<file path="src/hw/rtl/u8u16_pkg.sv">
// ----------------------------------------------------------------------------
// u8u16_pkg
// Shared types and constants for the UTF-8 to UTF-16 transcoder.
// ----------------------------------------------------------------------------
package u8u16_pkg;

    localparam logic [15:0] CAPACITY_RESET = 16'hFFFF;

    localparam logic [15:0] HI_SURR_BASE = 16'hD800;
    localparam logic [15:0] LO_SURR_BASE = 16'hDC00;
    localparam logic [20:0] SURR_FIRST   = 21'h00D800;
    localparam logic [20:0] SURR_LAST    = 21'h00DFFF;
    localparam logic [20:0] MIN_TWO      = 21'h000080;
    localparam logic [20:0] MIN_THREE    = 21'h000800;
    localparam logic [20:0] MIN_FOUR     = 21'h010000;
    localparam logic [20:0] MAX_POINT    = 21'h10FFFF;
    localparam logic [20:0] SUPP_OFFSET  = 21'h010000;

    // sequence length minus one
    localparam logic [1:0] SEQ_NONE  = 2'd0;
    localparam logic [1:0] SEQ_TWO   = 2'd1;
    localparam logic [1:0] SEQ_THREE = 2'd2;
    localparam logic [1:0] SEQ_FOUR  = 2'd3;

    localparam int unsigned QUEUE_DEPTH = 4;
    localparam int unsigned QUEUE_AW    = $clog2(QUEUE_DEPTH);

    typedef struct packed {
        logic [15:0] code_unit;
        logic        status;
        logic        last;
    } unit_res_t;

    typedef struct packed {
        logic [20:0] partial_point;
        logic [1:0]  bytes_remaining;
        logic [1:0]  sequence_length;
        logic [15:0] units_written;
        logic        discarding;
    } xcode_state_t;

    typedef struct packed {
        logic [1:0] n_res;
        unit_res_t  res0;
        unit_res_t  res1;
    } step_out_t;

endpackage

</file>
<file path="src/hw/rtl/u8u16_step.sv">
// ----------------------------------------------------------------------------
// u8u16_step
// Per-byte decode: validates one UTF-8 byte against the current sequence
// state, produces zero, one or two UTF-16 results and the next state.
// ----------------------------------------------------------------------------
module u8u16_step (
    input  u8u16_pkg::xcode_state_t st,
    input  logic [7:0]              in_byte,
    input  logic [15:0]             out_capacity,
    output u8u16_pkg::xcode_state_t st_next,
    output u8u16_pkg::step_out_t    step
);
    import u8u16_pkg::*;

    logic [20:0] pp_shift;
    logic [20:0] emit_cp;
    logic [20:0] supp;
    logic        do_emit;
    logic        do_fail;
    logic        fail_disc;
    logic        bad;
    logic [16:0] units_plus1;
    logic [16:0] units_plus2;
    logic [16:0] cap_ext;

    assign pp_shift    = {st.partial_point[14:0], in_byte[5:0]};
    assign units_plus1 = {1'b0, st.units_written} + 17'd1;
    assign units_plus2 = {1'b0, st.units_written} + 17'd2;
    assign cap_ext     = {1'b0, out_capacity};
    assign supp        = emit_cp - SUPP_OFFSET;

    always_comb
    begin
        st_next   = st;
        step      = '0;
        do_emit   = 1'b0;
        do_fail   = 1'b0;
        fail_disc = 1'b0;
        bad       = 1'b0;
        emit_cp   = '0;

        if (st.discarding)
        begin
            if (in_byte == 8'd0)
            begin
                st_next.discarding    = 1'b0;
                st_next.units_written = '0;
            end
        end
        else if (st.bytes_remaining != 2'd0)
        begin
            if (in_byte[7:6] != 2'b10)
            begin
                do_fail   = 1'b1;
                fail_disc = (in_byte != 8'd0);
            end
            else if (st.bytes_remaining != 2'd1)
            begin
                st_next.partial_point   = pp_shift;
                st_next.bytes_remaining = st.bytes_remaining - 2'd1;
            end
            else
            begin
                st_next.partial_point   = '0;
                st_next.bytes_remaining = 2'd0;
                st_next.sequence_length = SEQ_NONE;
                case (st.sequence_length)
                    SEQ_TWO:   bad = (pp_shift < MIN_TWO);
                    SEQ_THREE: bad = (pp_shift < MIN_THREE)
                                     || (pp_shift inside {[SURR_FIRST:SURR_LAST]});
                    default:   bad = (pp_shift < MIN_FOUR) || (pp_shift > MAX_POINT);
                endcase
                if (bad)
                begin
                    do_fail   = 1'b1;
                    fail_disc = 1'b1;
                end
                else
                begin
                    do_emit = 1'b1;
                    emit_cp = pp_shift;
                end
            end
        end
        else if (in_byte == 8'd0)
        begin
            if (st.units_written >= out_capacity)
            begin
                do_fail   = 1'b1;
                fail_disc = 1'b0;
            end
            else
            begin
                step.n_res            = 2'd1;
                step.res0             = '{code_unit: 16'h0000, status: 1'b0, last: 1'b1};
                st_next.units_written = '0;
            end
        end
        else if (!in_byte[7])
        begin
            do_emit = 1'b1;
            emit_cp = {13'd0, in_byte};
        end
        else if (in_byte[7:5] == 3'b110)
        begin
            st_next.partial_point   = {16'd0, in_byte[4:0]};
            st_next.bytes_remaining = 2'd1;
            st_next.sequence_length = SEQ_TWO;
        end
        else if (in_byte[7:4] == 4'b1110)
        begin
            st_next.partial_point   = {17'd0, in_byte[3:0]};
            st_next.bytes_remaining = 2'd2;
            st_next.sequence_length = SEQ_THREE;
        end
        else if (in_byte[7:3] == 5'b11110)
        begin
            st_next.partial_point   = {18'd0, in_byte[2:0]};
            st_next.bytes_remaining = 2'd3;
            st_next.sequence_length = SEQ_FOUR;
        end
        else
        begin
            do_fail   = 1'b1;
            fail_disc = 1'b1;
        end

        if (do_emit)
        begin
            if (emit_cp[20:16] != 5'd0)
            begin
                if (units_plus2 < cap_ext)
                begin
                    step.n_res            = 2'd2;
                    step.res0             = '{code_unit: HI_SURR_BASE | {6'd0, supp[19:10]},
                                              status: 1'b0, last: 1'b0};
                    step.res1             = '{code_unit: LO_SURR_BASE | {6'd0, supp[9:0]},
                                              status: 1'b0, last: 1'b0};
                    st_next.units_written = units_plus2[15:0];
                end
                else
                begin
                    do_fail   = 1'b1;
                    fail_disc = 1'b1;
                end
            end
            else if (units_plus1 < cap_ext)
            begin
                step.n_res            = 2'd1;
                step.res0             = '{code_unit: emit_cp[15:0], status: 1'b0, last: 1'b0};
                st_next.units_written = units_plus1[15:0];
            end
            else
            begin
                do_fail   = 1'b1;
                fail_disc = 1'b1;
            end
        end

        // error ends the string: one result, then drop bytes unless it was the zero byte
        if (do_fail)
        begin
            st_next.partial_point   = '0;
            st_next.bytes_remaining = 2'd0;
            st_next.sequence_length = SEQ_NONE;
            st_next.units_written   = '0;
            st_next.discarding      = fail_disc;
            step.n_res              = 2'd1;
            step.res0               = '{code_unit: 16'h0000, status: 1'b1, last: 1'b1};
            step.res1               = '0;
        end
    end

endmodule

</file>
<file path="src/hw/rtl/u8u16_outq.sv">
// ----------------------------------------------------------------------------
// u8u16_outq
// Result queue: takes up to two code units per cycle, hands out one per
// transfer on the output channel.
// ----------------------------------------------------------------------------
module u8u16_outq (
    input  logic                            clk,
    input  logic                            rst_n,
    input  u8u16_pkg::step_out_t            push,
    input  logic                            pop,
    output u8u16_pkg::unit_res_t            head,
    output logic [u8u16_pkg::QUEUE_AW:0]    count
);
    import u8u16_pkg::*;

    unit_res_t           entry_reg [QUEUE_DEPTH];
    logic [QUEUE_AW-1:0] wr_ptr_reg;
    logic [QUEUE_AW-1:0] wr_ptr_next;
    logic [QUEUE_AW-1:0] rd_ptr_reg;
    logic [QUEUE_AW-1:0] rd_ptr_next;
    logic [QUEUE_AW:0]   count_reg;
    logic [QUEUE_AW:0]   count_next;
    logic [QUEUE_AW-1:0] wr_ptr_plus1;

    assign wr_ptr_plus1 = wr_ptr_reg + 1'b1;
    assign head         = entry_reg[rd_ptr_reg];
    assign count        = count_reg;

    always_comb
    begin
        wr_ptr_next = wr_ptr_reg + push.n_res[QUEUE_AW-1:0];
        rd_ptr_next = rd_ptr_reg + {{(QUEUE_AW-1){1'b0}}, pop};
        count_next  = count_reg + {{(QUEUE_AW-1){1'b0}}, push.n_res}
                      - {{QUEUE_AW{1'b0}}, pop};
    end

    always_ff @(posedge clk)
    begin
        for (int i = 0; i < QUEUE_DEPTH; i++)
        begin
            if (push.n_res != 2'd0 && wr_ptr_reg == QUEUE_AW'(i))
            begin
                entry_reg[i] <= push.res0;
            end
            else if (push.n_res == 2'd2 && wr_ptr_plus1 == QUEUE_AW'(i))
            begin
                entry_reg[i] <= push.res1;
            end
        end
    end

    always_ff @(posedge clk or negedge rst_n)
    begin
        if (!rst_n)
        begin
            wr_ptr_reg <= '0;
            rd_ptr_reg <= '0;
            count_reg  <= '0;
        end
        else
        begin
            wr_ptr_reg <= wr_ptr_next;
            rd_ptr_reg <= rd_ptr_next;
            count_reg  <= count_next;
        end
    end

`ifndef ASSERT_OFF
    // queue never overfills
    a_no_overflow: assert property (@(posedge clk) disable iff (!rst_n)
        count_reg <= (QUEUE_AW+1)'(QUEUE_DEPTH))
        else $error("result queue overflow");

    // pointers stay consistent with the fill count
    a_ptr_gap: assert property (@(posedge clk) disable iff (!rst_n)
        (wr_ptr_reg - rd_ptr_reg) == count_reg[QUEUE_AW-1:0])
        else $error("result queue pointers out of step with count");
`endif

endmodule

</file>
<file path="src/hw/rtl/utf8_to_utf16_transcoder_core.sv">
// ----------------------------------------------------------------------------
// utf8_to_utf16_transcoder_core
// Strict UTF-8 to UTF-16 transcoder with output capacity check.
// ----------------------------------------------------------------------------
// Takes one UTF-8 byte per transfer and sustains one byte per clock while the
// result queue has room. A byte sits in an input register, is decoded there,
// and its code units are written into a four-entry result queue, whose head
// drives the output. The output side moves one code unit per transfer; no
// byte yields more than one unit on average (a surrogate pair comes from
// four bytes), so an output that is not stalled always keeps pace with the
// input. Input stalls when a byte is held and the queue holds more than two
// units. An error gives one result with status and last set, after which
// bytes are dropped up to the zero byte, unless the failing byte was itself
// a zero byte. out_capacity must be written through cfg_wr_en/cfg_wr_data
// only while the block is idle; the block itself does not enforce this.
module utf8_to_utf16_transcoder_core (
    input  logic        clk,
    input  logic        rst_n,
    input  logic        cfg_wr_en,
    input  logic [15:0] cfg_wr_data,
    input  logic        in_valid,
    output logic        in_stall,
    input  logic [7:0]  in_byte,
    output logic        out_valid,
    input  logic        out_stall,
    output logic [15:0] code_unit,
    output logic        status,
    output logic        last
);
    import u8u16_pkg::*;

    logic [15:0]       capacity_reg;
    logic              in_vld_reg;
    logic              in_vld_next;
    logic [7:0]        byte_reg;
    xcode_state_t      state_reg;
    xcode_state_t      state_next;
    xcode_state_t      state_calc;
    step_out_t         step_calc;
    step_out_t         push;
    unit_res_t         head;
    logic [QUEUE_AW:0] q_count;
    logic              proc;
    logic              in_xfer;
    logic              pop;

    // room for a pair must be there before the held byte is decoded
    assign proc     = in_vld_reg && (q_count <= (QUEUE_AW+1)'(QUEUE_DEPTH - 2));
    assign in_stall = in_vld_reg && !proc;
    assign in_xfer  = in_valid && !in_stall;
    assign pop      = out_valid && !out_stall;

    assign out_valid = (q_count != '0);
    assign code_unit = head.code_unit;
    assign status    = head.status;
    assign last      = head.last;

    u8u16_step u_step (
        .st           (state_reg),
        .in_byte      (byte_reg),
        .out_capacity (capacity_reg),
        .st_next      (state_calc),
        .step         (step_calc)
    );

    always_comb
    begin
        push        = proc ? step_calc : '0;
        state_next  = proc ? state_calc : state_reg;
        in_vld_next = in_xfer ? 1'b1 : (proc ? 1'b0 : in_vld_reg);
    end

    u8u16_outq u_outq (
        .clk   (clk),
        .rst_n (rst_n),
        .push  (push),
        .pop   (pop),
        .head  (head),
        .count (q_count)
    );

    always_ff @(posedge clk)
    begin
        if (in_xfer)
        begin
            byte_reg <= in_byte;
        end
    end

    always_ff @(posedge clk or negedge rst_n)
    begin
        if (!rst_n)
        begin
            capacity_reg <= CAPACITY_RESET;
            in_vld_reg   <= 1'b0;
            state_reg    <= '0;
        end
        else
        begin
            if (cfg_wr_en)
            begin
                capacity_reg <= cfg_wr_data;
            end
            in_vld_reg <= in_vld_next;
            state_reg  <= state_next;
        end
    end

`ifndef ASSERT_OFF
    // dropped bytes never produce a result
    a_discard_silent: assert property (@(posedge clk) disable iff (!rst_n)
        (proc && state_reg.discarding) |-> (step_calc.n_res == 2'd0))
        else $error("result produced while discarding");

    // no open sequence outside a multi-byte character
    a_seq_consistent: assert property (@(posedge clk) disable iff (!rst_n)
        (state_reg.bytes_remaining == 2'd0) |->
            (state_reg.sequence_length == SEQ_NONE && state_reg.partial_point == '0))
        else $error("sequence state left over");

    // discarding only between sequences
    a_discard_idle: assert property (@(posedge clk) disable iff (!rst_n)
        state_reg.discarding |-> (state_reg.bytes_remaining == 2'd0))
        else $error("discarding inside a sequence");

    // a decoded byte frees the input register unless a new one arrives
    a_in_drain: assert property (@(posedge clk) disable iff (!rst_n)
        (proc && !in_xfer) |=> !in_vld_reg)
        else $error("input register not released");
`endif

endmodule

</file>
<file path="config.mk">
export PLATFORM = sky130hd
export DESIGN_NAME = utf8_to_utf16_transcoder_core
export DESIGN_NICKNAME = d
export VERILOG_FILES = /design/src/hw/rtl/u8u16_pkg.sv /design/src/hw/rtl/u8u16_step.sv /design/src/hw/rtl/u8u16_outq.sv /design/src/hw/rtl/utf8_to_utf16_transcoder_core.sv
export SDC_FILE = /design/constraint.sdc
export NUM_CORES = 1
export LEC_CHECK = 0
export BUFFER_PORTS_ARGS = -buffer_cell sky130_fd_sc_hd__buf_2
export CAP_MARGIN = 20
export CORE_MARGIN = 8
export CORE_UTILIZATION = 28
export CTS_CLUSTER_DIAMETER = 50
export DETAILED_ROUTE_END_ITERATION = 16
export PLACE_DENSITY_LB_ADDON = 0.1
export SYNTH_ARGS = -nofsm -noshare
export SYNTH_HDL_FRONTEND = slang
export SYNTH_SLANG_ARGS = --single-unit
export TNS_END_PERCENT = 100
</file>
<file path="constraint.sdc">
create_clock -name clk -period 4.7 [get_ports clk]
set_clock_uncertainty 0.05 [all_clocks]
set_input_delay 0.705 -clock clk [delete_from_list [all_inputs] [get_ports clk]]
set_output_delay 0.705 -clock clk [all_outputs]
set_load 0.05 [all_outputs]
</file>
# Word-level counts from Yosys, hierarchy flattened

Memories as Yosys holds them, arrays and structs flattened.
Index checks and enable logic that the tools add are counted.

Bits in registers: 68
Bits in writable memories: 72
Word-level logic and storage cells: 192
Bits in read-only memories: 0
Bits in latches: 0
Memories: 1
Output and inout port bits: 20
Input port bits: 29

Memory list:

| memory           | words | bits a word | read ports | clocked after Yosys merged registers in | write ports | RTL line         | RTL |
|---|---|---|---|---|---|---|---|
| u_outq.entry_reg | 4     | 18          | 1          | 0                                       | 2           | u8u16_outq.sv:16 | `unit_res_t entry_reg [QUEUE_DEPTH];` |

Multiplexer cells: 106
Div/mod/pow operators: 0
Shift operators: 0
Equality and inequality tests: 18
Multiply operators: 0
Order comparisons: 10
Bitwise operators: 4
Reduce and logical (&&, ||, !) cells: 33
Add/subtract/negate cells: 9

Operators with widths:

| kind                                                                    | number |
|---|---|
| 19-bit 2-to-1 mux                                                       | 9 |
| 38-bit 2-to-1 mux                                                       | 4 |
| 16-bit 2-to-1 mux                                                       | 8 |
| 18-bit 2-to-1 mux                                                       | 7 |
| 21-bit 2-to-1 mux                                                       | 6 |
| 20-bit 2-to-1 mux                                                       | 5 |
| 1-bit 2-to-1 mux                                                        | 59 |
| 36-bit 2-to-1 mux                                                       | 1 |
| 18-bit OR reduction                                                     | 2 |
| 17-bit by 16-bit < comparator with 1-bit output                         | 2 |
| 17-bit 2-to-1 mux                                                       | 2 |
| 21-bit by 16-bit >= comparator with 1-bit output, second input constant | 1 |
| 21-bit > comparator, second input constant                              | 1 |
| 21-bit by 16-bit <= comparator with 1-bit output, second input constant | 1 |
| 21-bit by 12-bit < comparator with 1-bit output, second input constant  | 1 |
| 21-bit by 17-bit < comparator with 1-bit output, second input constant  | 1 |
| 21-bit by 8-bit < comparator with 1-bit output, second input constant   | 1 |
| 20-bit by 17-bit subtractor with 20-bit output, second input constant   | 1 |
| 16-bit by 1-bit adder with 17-bit output, second input constant         | 1 |
| 16-bit by 2-bit adder with 17-bit output, second input constant         | 1 |
| 16-bit >= comparator                                                    | 1 |
| 1-bit logical AND                                                       | 13 |
| 2-bit == test, second input constant                                    | 6 |
| 5-bit nonzero test                                                      | 2 |
| 28 further kinds                                                        | 44 |

# Depth between registers and ports, before layout

Gate-level depths: netlist (run 1).

Word-level depth: 27
Depth in mapped cells: 20
Depth with buffers taken out: 17

# By module

A second synthesis (run 1) with hierarchy kept.

Cells, all modules: 914
Area total of the unflattened synthesis: 10174.8 um^2

Modules (own cells, without submodules):

| module                        | sequential area each (um^2) | instances | area each (um^2) | cells an instance |
|---|---|---|---|---|
| u8u16_outq                    | 2337.2                      | 1         | 3945.0           | 211 |
| u8u16_step                    | 0.0                         | 1         | 3462.1           | 521 |
| utf8_to_utf16_transcoder_core | 1736.7                      | 1         | 2767.7           | 182 |

# Least setup slack after synthesis (run 1)

No wires, ideal clock.

Kind: reg-to-reg
Start point: register state_reg[3] (netlist name)
End point: memory u_outq.entry_reg[3][0] (netlist name), enable pin
Stages on the path, launching flop included: 17
Path buffers: 1
Period minus slack after synthesis: 4935 ps
Data arrival time: 4490 ps
Required time: 4255 ps
Path slack: -235 ps
Setup time: 395 ps
Path through: dfrtp_1 > ha_1 > nand3_1 > nor4_1 > and3_1 > xnor2_1 > ha_1 > a21oi_1 > nand2_1 > nor4_1 > a221oi_2 > a211o_1 > buf_2 > nor2_4 > inv_2 > mux2_2 > nor2b_1

RTL lines:

| element                | RTL line                             | RTL |
|---|---|---|
| from (decl)            | utf8_to_utf16_transcoder_core.sv:36  | `xcode_state_t state_reg;` |
| from (signal assigned) | utf8_to_utf16_transcoder_core.sv:105 | `state_reg <= state_next;` |
| to (decl)              | u8u16_outq.sv:16                     |  |

==> flow_metrics.env, run 1 <==
export IMPL_status="completed"
export IMPL_synth_most_common_cell="edfxtp_1"
export IMPL_critPathArrivalTime_ps=4490
export IMPL_cts_sinks=140
export IMPL_reg2reg_to="u_outq.entry_reg[3][10]"
export IMPL_relSlewSlack_pct=37.73
export IMPL_powerDensity_mw_per_mm2=516.7
export IMPL_yosysSeqAreaShare_pct=46.73
export IMPL_cellLeakagePower_nw=3.699
export IMPL_rows=63
export IMPL_yosys_warnings=0
export IMPL_fin_ws_ps=282.1
export IMPL_syn_num_nets=841
export IMPL_cp_max_fo=17
export IMPL_grtUsageMet3_pct=2.606
export IMPL_startpoint_type="flop"
export IMPL_area_growth_pct=16.77
export IMPL_htree_levels=4
export IMPL_reg2reg_depth=17
export IMPL_dp_cells=1168
export IMPL_finalNonFillerCells=1201
export IMPL_die_area_sq_mm=0.03553
export IMPL_globalplace_congestion=0.8242
export IMPL_power_net_switching_mw=2.051
export IMPL_fin_crit_sh_pct=94.00
export IMPL_grt_pass1_vias=6344
export IMPL_sequentialPowerShare_pct=34.1
export IMPL_post_route_util_pct=33.00
export IMPL_synthesis_instances=754
export IMPL_firstDrtPassIters=5
export IMPL_grt_overflow=0
export IMPL_busiest_layer="met2"
export IMPL_postRouteAntennaNets=0
export IMPL_cp_end_kind="flop"
export IMPL_clkTransAtPathRegs_ps=70
export IMPL_met2_usage_pct=20.74
export IMPL_clk_latency_ps=430
export IMPL_dp_slack_ps=307.0
export IMPL_synthArstFlopShare_pct=42.86
export IMPL_synth_seq_cells=140
export IMPL_vdd_drop_max_v=0.0002484
export IMPL_cts_made_buffers=17
export IMPL_required_ps=4780
export IMPL_drt_iter0_drc=438
export IMPL_setup_viol_count_final=0
export IMPL_grt_pass1_wl_microns=37670
export IMPL_postCtsSetupRepairBufs=0
export IMPL_drv_cap=0
export IMPL_synth_top_family_by_area="compound AO/OA/AOI/OAI gates"
export IMPL_power_frac_clock_pct=28.4
export IMPL_holdWs_ps=254.5
export IMPL_core_area_sq_mm=0.02948
export IMPL_io_buffers=48
export IMPL_synthSimpleGateAreaFrac_pct=12.16
export IMPL_grt_max_degree=37
export IMPL_antenna_found_initial=0
export IMPL_rsz0062_at_grt="no"
export IMPL_io_pins=49
export IMPL_p_int_mw=2.976
export IMPL_die_x_microns=188.5
export IMPL_grtUsageMet1_pct=18.92
export IMPL_synth_mux_area_share_pct=5.256
export IMPL_drcViolationCount=0
export IMPL_cts_tree="built"
export IMPL_yosysTopAreaCellShare_pct=27.75
export IMPL_p_comb_share_pct=37.5
export IMPL_avgSynthCellArea_sq_um=11.05
export IMPL_synthDistinctLibCells=81
export IMPL_hold_violations=0
export IMPL_fin_nets=885
export IMPL_post_drt_wl_per_cell_microns=19.99
export IMPL_vias_per_cell=5.127
export IMPL_finalMaxSlewViolations=0
export IMPL_cts_root_buf="clkbuf_16"
export IMPL_fill_cells=2998
export IMPL_place_area_sq_mm=0.009055
export IMPL_worstMarginPinSlew_ps=931.1
export IMPL_finalPower_mw=5.028
export IMPL_postLayoutCellArea_sq_mm=0.009729
export IMPL_ys_top_cells_by_count="edfxtp_1, nand2_1, ha_1, inv_1, dfrtp_1"
export IMPL_synthAdderAreaFrac_pct=8.800
export IMPL_die_y_microns=188.5
export IMPL_setup_tns_final_ps=0
export IMPL_min_path_type="in2async"
export IMPL_ys_flop_type="edfxtp_1"
export IMPL_syn_cell_area_sq_mm=0.008332
export IMPL_period_minus_slack_ps=4418
export IMPL_switching_share_pct=40.80
export IMPL_clockBufferDepth=2
export IMPL_vias=6158
export IMPL_max_clock_freq_ghz=0.2264
export IMPL_synth_xor_area_share_pct=3.784
export IMPL_netlist_top_cell_by_area="edfxtp_1"
export IMPL_routed_wl_microns=24010
export IMPL_grtUsageTotal_pct=13.65
export IMPL_dp_hpwl_microns=17860
export IMPL_largest_reg_flops=72
export IMPL_rr_startpoint="state_reg[3]"
export IMPL_synth_enable_flop_cells=77
export IMPL_drive_gt1_share_pct=21.45
export IMPL_synth_compound_area_share_pct=18.64
export IMPL_crit_type="reg2reg"
export IMPL_r2r_setup_slack_ps=280
export IMPL_start_util_pct=28.26
export IMPL_diodes=0
export IMPL_yosys_top_cells_area="edfxtp_1, dfrtp_1, ha_1, dfstp_2, mux4_2"
## power groups by stage
stage | clock (mW) | combinational (mW) | sequential (mW)
final | 1.43 | 1.88 | 1.72
after global routing | 1.51 | 2.09 | 1.74
after CTS | 1.46 | 1.84 | 1.75
after detailed placement | 0 | 1.83 | 1.77
after global placement | 0 | 1.81 | 1.77
after floorplan | 0 | 1.48 | 1.59
## final cells by class
type                    instances  area [sq um]  area share, %
well taps                     390         488.0          5.015
repair buffers                 66         432.9          4.450
multi-input cells             524          4109          42.23
clock inverters                15         195.2          2.006
clock buffers                  17         425.4          4.372
flip-flops and latches        140          3895          40.03
inverters                      49         183.9          1.890
## cells by family (layout without fill, tap and decap cells)
family,count (synthesis),after routing
mux,21,21
compound gates,213,213
buf+inv,90,147
fa+ha+maj,58,58
flops,140,140
xor+xnor,36,36
simple gates,196,196
## critical path: stages, from the launching register on
cell      delay, ps
dfrtp_1         450
ha_1            290
nand3_1         170
nor4_1          270
buf_4           190
and3_1          220
xnor2_1          80
ha_1            200
a21oi_2         210
nand2_1          90
nor4_2          300
a221oi_4        150
a211o_1         370
nor2_4          120
inv_2           170
mux2_2          330
nor2b_2         230
buf_12          210
## timing repair
item	4_1_cts	5_1_grt
hold buffers	0	0
endpoints found under the setup margin	0	57
resized for setup	0	6
## worst max-delay path by stage
stage / end / from / cells past startpoint
floorplan: u_outq.entry_reg[3][0] / state_reg[3] / 16
global placement: u_outq.entry_reg[0][9] / state_reg[3] / 15
detailed placement: u_outq.entry_reg[3][6] / state_reg[10] / 16
CTS: u_outq.entry_reg[3][10] / state_reg[10] / 16
global route: u_outq.entry_reg[0][9] / state_reg[3] / 15
finish: u_outq.entry_reg[3][10] / state_reg[3] / 17
## metal layers
metal,share of wire (%),vias to the layer above
met1,48,3008
met3,4.6,35
li1,-,2945
met2,45,170
met5,0,-
met4,2.3,0
## placed cells by master (no fill, tap or decap), drive strengths merged, types with 17 or more instances in the layout
master  instances
dfrtp          44
o21ai          46
nand2          65
edfxtp         77
nor2           39
buf            66
o22ai          33
nand3          20
ha             57
xnor2          32
inv            58
a21oi          29
clkbuf         17
a22o           36
mux4           18
Note: power is estimated with default switching activity, not from simulation.
==> run 2, diff against run 1 <==
CTS_BUF_LIST = sky130_fd_sc_hd__clkbuf_2   (was not set)
==> run 2 against run 1 <==
Effect of this change:
- first-iteration DRC count is 3.4% higher
- worst setup slack worse by 37 ps
- sequential power hardly changed
==> flow_metrics.env, run 2 (synthesis results as in run 1) <==
export IMPL_finalMaxSlewViolations=0
export IMPL_sequentialPowerShare_pct=38.7
export IMPL_vias=6268
export IMPL_setup_viol_count_final=0
export IMPL_grt_pass1_vias=6389
export IMPL_io_buffers=48
export IMPL_reg2reg_depth=17
export IMPL_max_clock_freq_ghz=0.2245
export IMPL_firstDrtPassIters=5
export IMPL_postRouteAntennaNets=0
export IMPL_power_net_switching_mw=1.991
export IMPL_startpoint_type="flop"
export IMPL_clockBufferDepth=2
export IMPL_clkTransAtPathRegs_ps=260
export IMPL_p_int_mw=2.438
export IMPL_min_to="byte_reg[4]"
export IMPL_rr_startpoint="state_reg[3]"
export IMPL_drt_iter0_drc=453
export IMPL_relSlewSlack_pct=38.09
export IMPL_reg2reg_to="u_outq.entry_reg[3][10]"
export IMPL_power_frac_clock_pct=18.8
export IMPL_htree_levels=4
export IMPL_drive_gt1_share_pct=21.05
export IMPL_rsz0062_at_grt="no"
export IMPL_post_route_util_pct=32.18
export IMPL_required_ps=5100
export IMPL_cp_max_fo=17
export IMPL_io_pins=49
export IMPL_min_path_type="in2reg"
export IMPL_worstMarginPinSlew_ps=925.6
export IMPL_clk_latency_ps=760
export IMPL_setup_tns_final_ps=0
export IMPL_drv_cap=0
export IMPL_hold_violations=0
export IMPL_place_area_sq_mm=0.009055
export IMPL_grt_max_degree=37
export IMPL_status="completed"
export IMPL_cts_tree="built"
export IMPL_hp_start="in_byte[4]"
export IMPL_final_cell_mix="edfxtp_1, nand2_1, ha_1, buf_2, inv_1"
export IMPL_grtUsageTotal_pct=13.63
export IMPL_cts_made_buffers=17
export IMPL_antenna_found_initial=1
export IMPL_dp_hpwl_microns=17860
export IMPL_cp_end_kind="flop"
export IMPL_start_util_pct=28.26
export IMPL_crit_type="reg2reg"
export IMPL_grt_overflow=0
export IMPL_final_common_cell="edfxtp_1"
export IMPL_critPathArrivalTime_ps=4850
export IMPL_postCtsSetupRepairBufs=0
export IMPL_cts_root_buf="clkbuf_2"
export IMPL_rows=63
export IMPL_hold_depth=1
export IMPL_multiInputGateArea_sq_mm=0.004093
export IMPL_p_comb_share_pct=42.5
export IMPL_cellLeakagePower_nw=3.595
export IMPL_die_y_microns=188.5
export IMPL_fill_cells=3024
export IMPL_grt_pass1_wl_microns=37760
export IMPL_routed_wl_microns=24090
export IMPL_holdWs_ps=65.41
export IMPL_cts_sinks=140
export IMPL_area_growth_pct=13.86
export IMPL_die_x_microns=188.5
export IMPL_r2r_setup_slack_ps=240
export IMPL_fin_ws_ps=244.8
export IMPL_post_drt_wl_per_cell_microns=19.86
export IMPL_core_area_sq_mm=0.02948
export IMPL_vdd_drop_max_v=0.0002107
export IMPL_largest_reg_flops=72
export IMPL_regArea_sq_mm=0.003896
export IMPL_drcViolationCount=0
export IMPL_dp_slack_ps=307.0
export IMPL_powerDensity_mw_per_mm2=466.9
export IMPL_vias_per_cell=5.167
export IMPL_globalplace_congestion=0.8242
export IMPL_fin_crit_sh_pct=94.79
export IMPL_finalNonFillerCells=1213
export IMPL_switching_share_pct=44.96
export IMPL_period_minus_slack_ps=4455
export IMPL_fin_nets=896
export IMPL_die_area_sq_mm=0.03553
export IMPL_postLayoutCellArea_sq_mm=0.009487
export IMPL_dp_cells=1168
export IMPL_finalPower_mw=4.429
run 2: cell types whose count changed in the layout (fill, tap and decap cells not counted), sizes merged:
cell	delta
dlygate4sd3	+11
diode	+1
run 2: area by class of cell:
cell class	instances	area share, %
multi-input cells	524	43.14
flip-flops and latches	140	41.07
repair buffers	77	5.724
well taps	390	5.144
clock inverters	15	2.058
inverters	49	1.939
clock buffers	17	0.8969
diodes	1	0.02638
run 2: power by group through the flow:
stage / clock network (mW) / logic, mW / registers, mW
final: 0.832 / 1.88 / 1.72
after global routing: 0.905 / 2.09 / 1.74
after CTS: 0.860 / 1.85 / 1.74
after detailed placement: 0 / 1.83 / 1.77
after global placement: 0 / 1.81 / 1.77
after floorplan: 0 / 1.48 / 1.59
run 2: how the worst max path moves through the flow:
stage                                    to  cells past startpoint     startpoint  slack [ps]
finish              u_outq.entry_reg[3][10]                     17   state_reg[3]         240
global route                u_outq.count[1]                     17   state_reg[3]          20
CTS                 u_outq.entry_reg[3][10]                     16  state_reg[10]         230
detailed placement   u_outq.entry_reg[3][6]                     16  state_reg[10]         310
global placement     u_outq.entry_reg[0][9]                     15   state_reg[3]         280
floorplan            u_outq.entry_reg[3][0]                     16   state_reg[3]          80
run 2: repair_timing:
| item | in CTS | in global routing |
|---|---|---|
| resized for setup | 0 | 5 |
| endpoints found under the hold margin | 22 | 0 |
| hold buffers | 11 | 0 |
| setup endpoints to repair | 0 | 43 |
run 2: critical path, stage by stage (launching register included):
cell and delay (ps):
dfrtp_1 500, ha_1 280, nand3_1 170, nor4_1 260, buf_4 190, and3_1 220, xnor2_1 90, ha_1 190
a21oi_1 230, nand2_1 90, nor4_1 290, a221oi_2 170, a211o_1 370, nor2_4 120, inv_2 170, mux2_2 330
nor2b_2 240, buf_12 200
run 2: layer usage:
metal,vias to the layer above,routed length (microns),global-route usage [%]
met1,3083,11740,19.24
li1,2969,-,-
met5,-,0,0
met3,29,1057,2.329
met4,0,444,4.450
met2,187,10850,20.85
==> run 3, diff against run 2 <==
clock period = 5.1 ns   (was 4.7 ns; I/O delays follow)
==> run 3 against run 2 <==
Effect of this change:
- global-route usage decreased by 0.13 points
- sequential cell count unchanged
- fmax decreased by 3.9%
- via count decreased by 2.2%
- first-iteration DRC count decreased by 9.9%
- sequential power decreased by 6%
- worst hold slack improved by 63 ps
- non-clock buffer count decreased by 14
- combinational power decreased by 11%
- routed wire length decreased by 0.83%
- register-to-register slack improved by 220 ps
- critical path type unchanged
- highest routed layer unchanged
==> flow_metrics.env, run 3 (synthesis results as in run 1) <==
export IMPL_relSlewSlack_pct=26.58
export IMPL_postCtsSetupRepairBufs=0
export IMPL_crit_path_max_incr_delay_ps=540
export IMPL_status="completed"
export IMPL_powerDensity_mw_per_mm2=433.7
export IMPL_cts_tree="built"
export IMPL_final_cell_mix="edfxtp_1, nand2_1, ha_1, buf_2, inv_1"
export IMPL_grt_max_degree=61
export IMPL_io_buffers=48
export IMPL_max_clock_freq_ghz=0.2156
export IMPL_reg2reg_to="u_outq.entry_reg[2][12]"
export IMPL_setup_tns_final_ps=0
export IMPL_grtUsageTotal_pct=13.50
export IMPL_drt_iter0_drc=408
export IMPL_final_common_cell="edfxtp_1"
export IMPL_reg2reg_depth=14
export IMPL_firstDrtPassIters=5
export IMPL_die_y_microns=188.5
export IMPL_hold_violations=0
export IMPL_grt_overflow=0
export IMPL_vdd_drop_max_v=0.0001539
export IMPL_drv_cap=0
export IMPL_rr_startpoint="state_reg[10]"
export IMPL_setup_viol_count_final=0
export IMPL_area_growth_pct=11.28
export IMPL_drcViolationCount=0
export IMPL_r2r_setup_slack_ps=460
export IMPL_vias_per_cell=5.111
export IMPL_cp_max_fo=15
export IMPL_cellLeakagePower_nw=3.514
export IMPL_crit_type="reg2reg"
export IMPL_critPathSlowestCell="dfrtp_1"
export IMPL_drive_gt1_share_pct=20.30
export IMPL_clkTransAtPathRegs_ps=230
export IMPL_io_pins=49
export IMPL_hold_buffers=0
export IMPL_critPathTopFamily="simple AND/OR/NAND/NOR gates"
export IMPL_largest_reg_flops=72
export IMPL_core_area_sq_mm=0.02948
export IMPL_cp_cell_sequence="inv_2 -> nor4_2 -> and2_1 -> nand3_1 -> xnor2_1 -> ha_1 -> a21oi_1 -> nand2_1 -> nor4_1 -> a221oi_2 -> a211o_1 -> or3_4 -> and2_4 -> inv_1"
export IMPL_dp_hpwl_microns=17780
export IMPL_routed_wl_microns=23890
export IMPL_startpoint_type="flop"
export IMPL_vias=6128
export IMPL_globalplace_congestion=0.8498
export IMPL_postRouteAntennaNets=0
export IMPL_start_util_pct=28.26
export IMPL_rsz0062_at_grt="no"
export IMPL_die_x_microns=188.5
export IMPL_clk_latency_ps=730
export IMPL_fill_cells=3088
export IMPL_die_area_sq_mm=0.03553
export IMPL_post_drt_wl_per_cell_microns=19.92
export IMPL_cts_sinks=140
export IMPL_min_path_type="in2async"
export IMPL_grt_pass1_wl_microns=37340
export IMPL_critPathBufInv=2
export IMPL_required_ps=5420
export IMPL_antenna_found_initial=1
export IMPL_place_area_sq_mm=0.009006
export IMPL_grt_pass1_vias=6266
export IMPL_postLayoutCellArea_sq_mm=0.009271
export IMPL_critPathArrivalTime_ps=4960
export IMPL_period_minus_slack_ps=4638
export IMPL_cts_resized=0
export IMPL_rows=63
export IMPL_cp_end_kind="flop"
export IMPL_finalMaxSlewViolations=0
export IMPL_fin_nets=882
export IMPL_fin_crit_sh_pct=90.95
export IMPL_htree_levels=4
export IMPL_clockBufferDepth=2
export IMPL_post_route_util_pct=31.45
export IMPL_holdWs_ps=128.8
export IMPL_cts_root_buf="clkbuf_2"
export IMPL_worstMarginPinSlew_ps=1101
export IMPL_cts_made_buffers=17
run 3: changes by cell type in the layout (fill, tap and decap cells not counted), moves of 2 or more:
cell	change
dlygate4sd3_1	-11
dfrtp_1	+2
nor2_1	+2
clkbuf_2	+3
inv_8	-3
dfrtp_2	-2
inv_6	-2
buf_12	-2
clkinv_8	-2
run 3: power by group:
group	switching (mW)	internal, mW
clock	0.454	0.287
combinational	1.04	0.624
sequential	0.272	1.34
run 3: final cells by class:
class                           instances  area [sq um]  area share [%]
Multi-Input combinational cell        524          4075           43.95
Sequential cell                       140          3894           42.00
Tap cell                              390         488.0           5.263
Timing Repair Buffer                   63         365.4           3.941
Inverter                               49         183.9           1.984
Clock inverter                         12         162.7           1.754
Clock buffer                           20         100.1           1.080
Antenna cell                            1         2.502         0.02699
run 3: worst max path at each step:
stage	startpoint	to	slack, ps	cells past startpoint
after global placement	state_reg[3]	u_outq.entry_reg[2][8]	560	15
after CTS	state_reg[10]	u_outq.entry_reg[2][12]	390	14
after floorplan	state_reg[3]	u_outq.entry_reg[3][0]	170	16
after detailed placement	state_reg[10]	u_outq.entry_reg[2][2]	450	14
after global routing	state_reg[10]	u_outq.entry_reg[2][12]	90	14
final	state_reg[10]	u_outq.entry_reg[2][12]	460	14
run 3: stage by stage:
step	worst slack [ps]	power (mW)	instances
2_1_floorplan	165.2	2.827	754
3_3_place_gp	555.3	3.303	1166
3_5_place_dp	450.4	3.320	1166
4_1_cts	386.9	4.069	1198
5_1_grt	89.79	4.297	1199
6_report	461.8	4.021	1199
run 3: metal layers:
| layer | vias to the layer above | wire length [microns] | track usage [%] | part of all wire (%) |
|---|---|---|---|---|
| met5 | - | 0 | 0 | 0 |
| met4 | 0 | 344 | 3.698 | 1.4 |
| met2 | 143 | 10680 | 20.70 | 45 |
| met3 | 23 | 948 | 2.348 | 4.0 |
| li1 | 2932 | - | - | - |
| met1 | 3030 | 11910 | 19.25 | 50 |
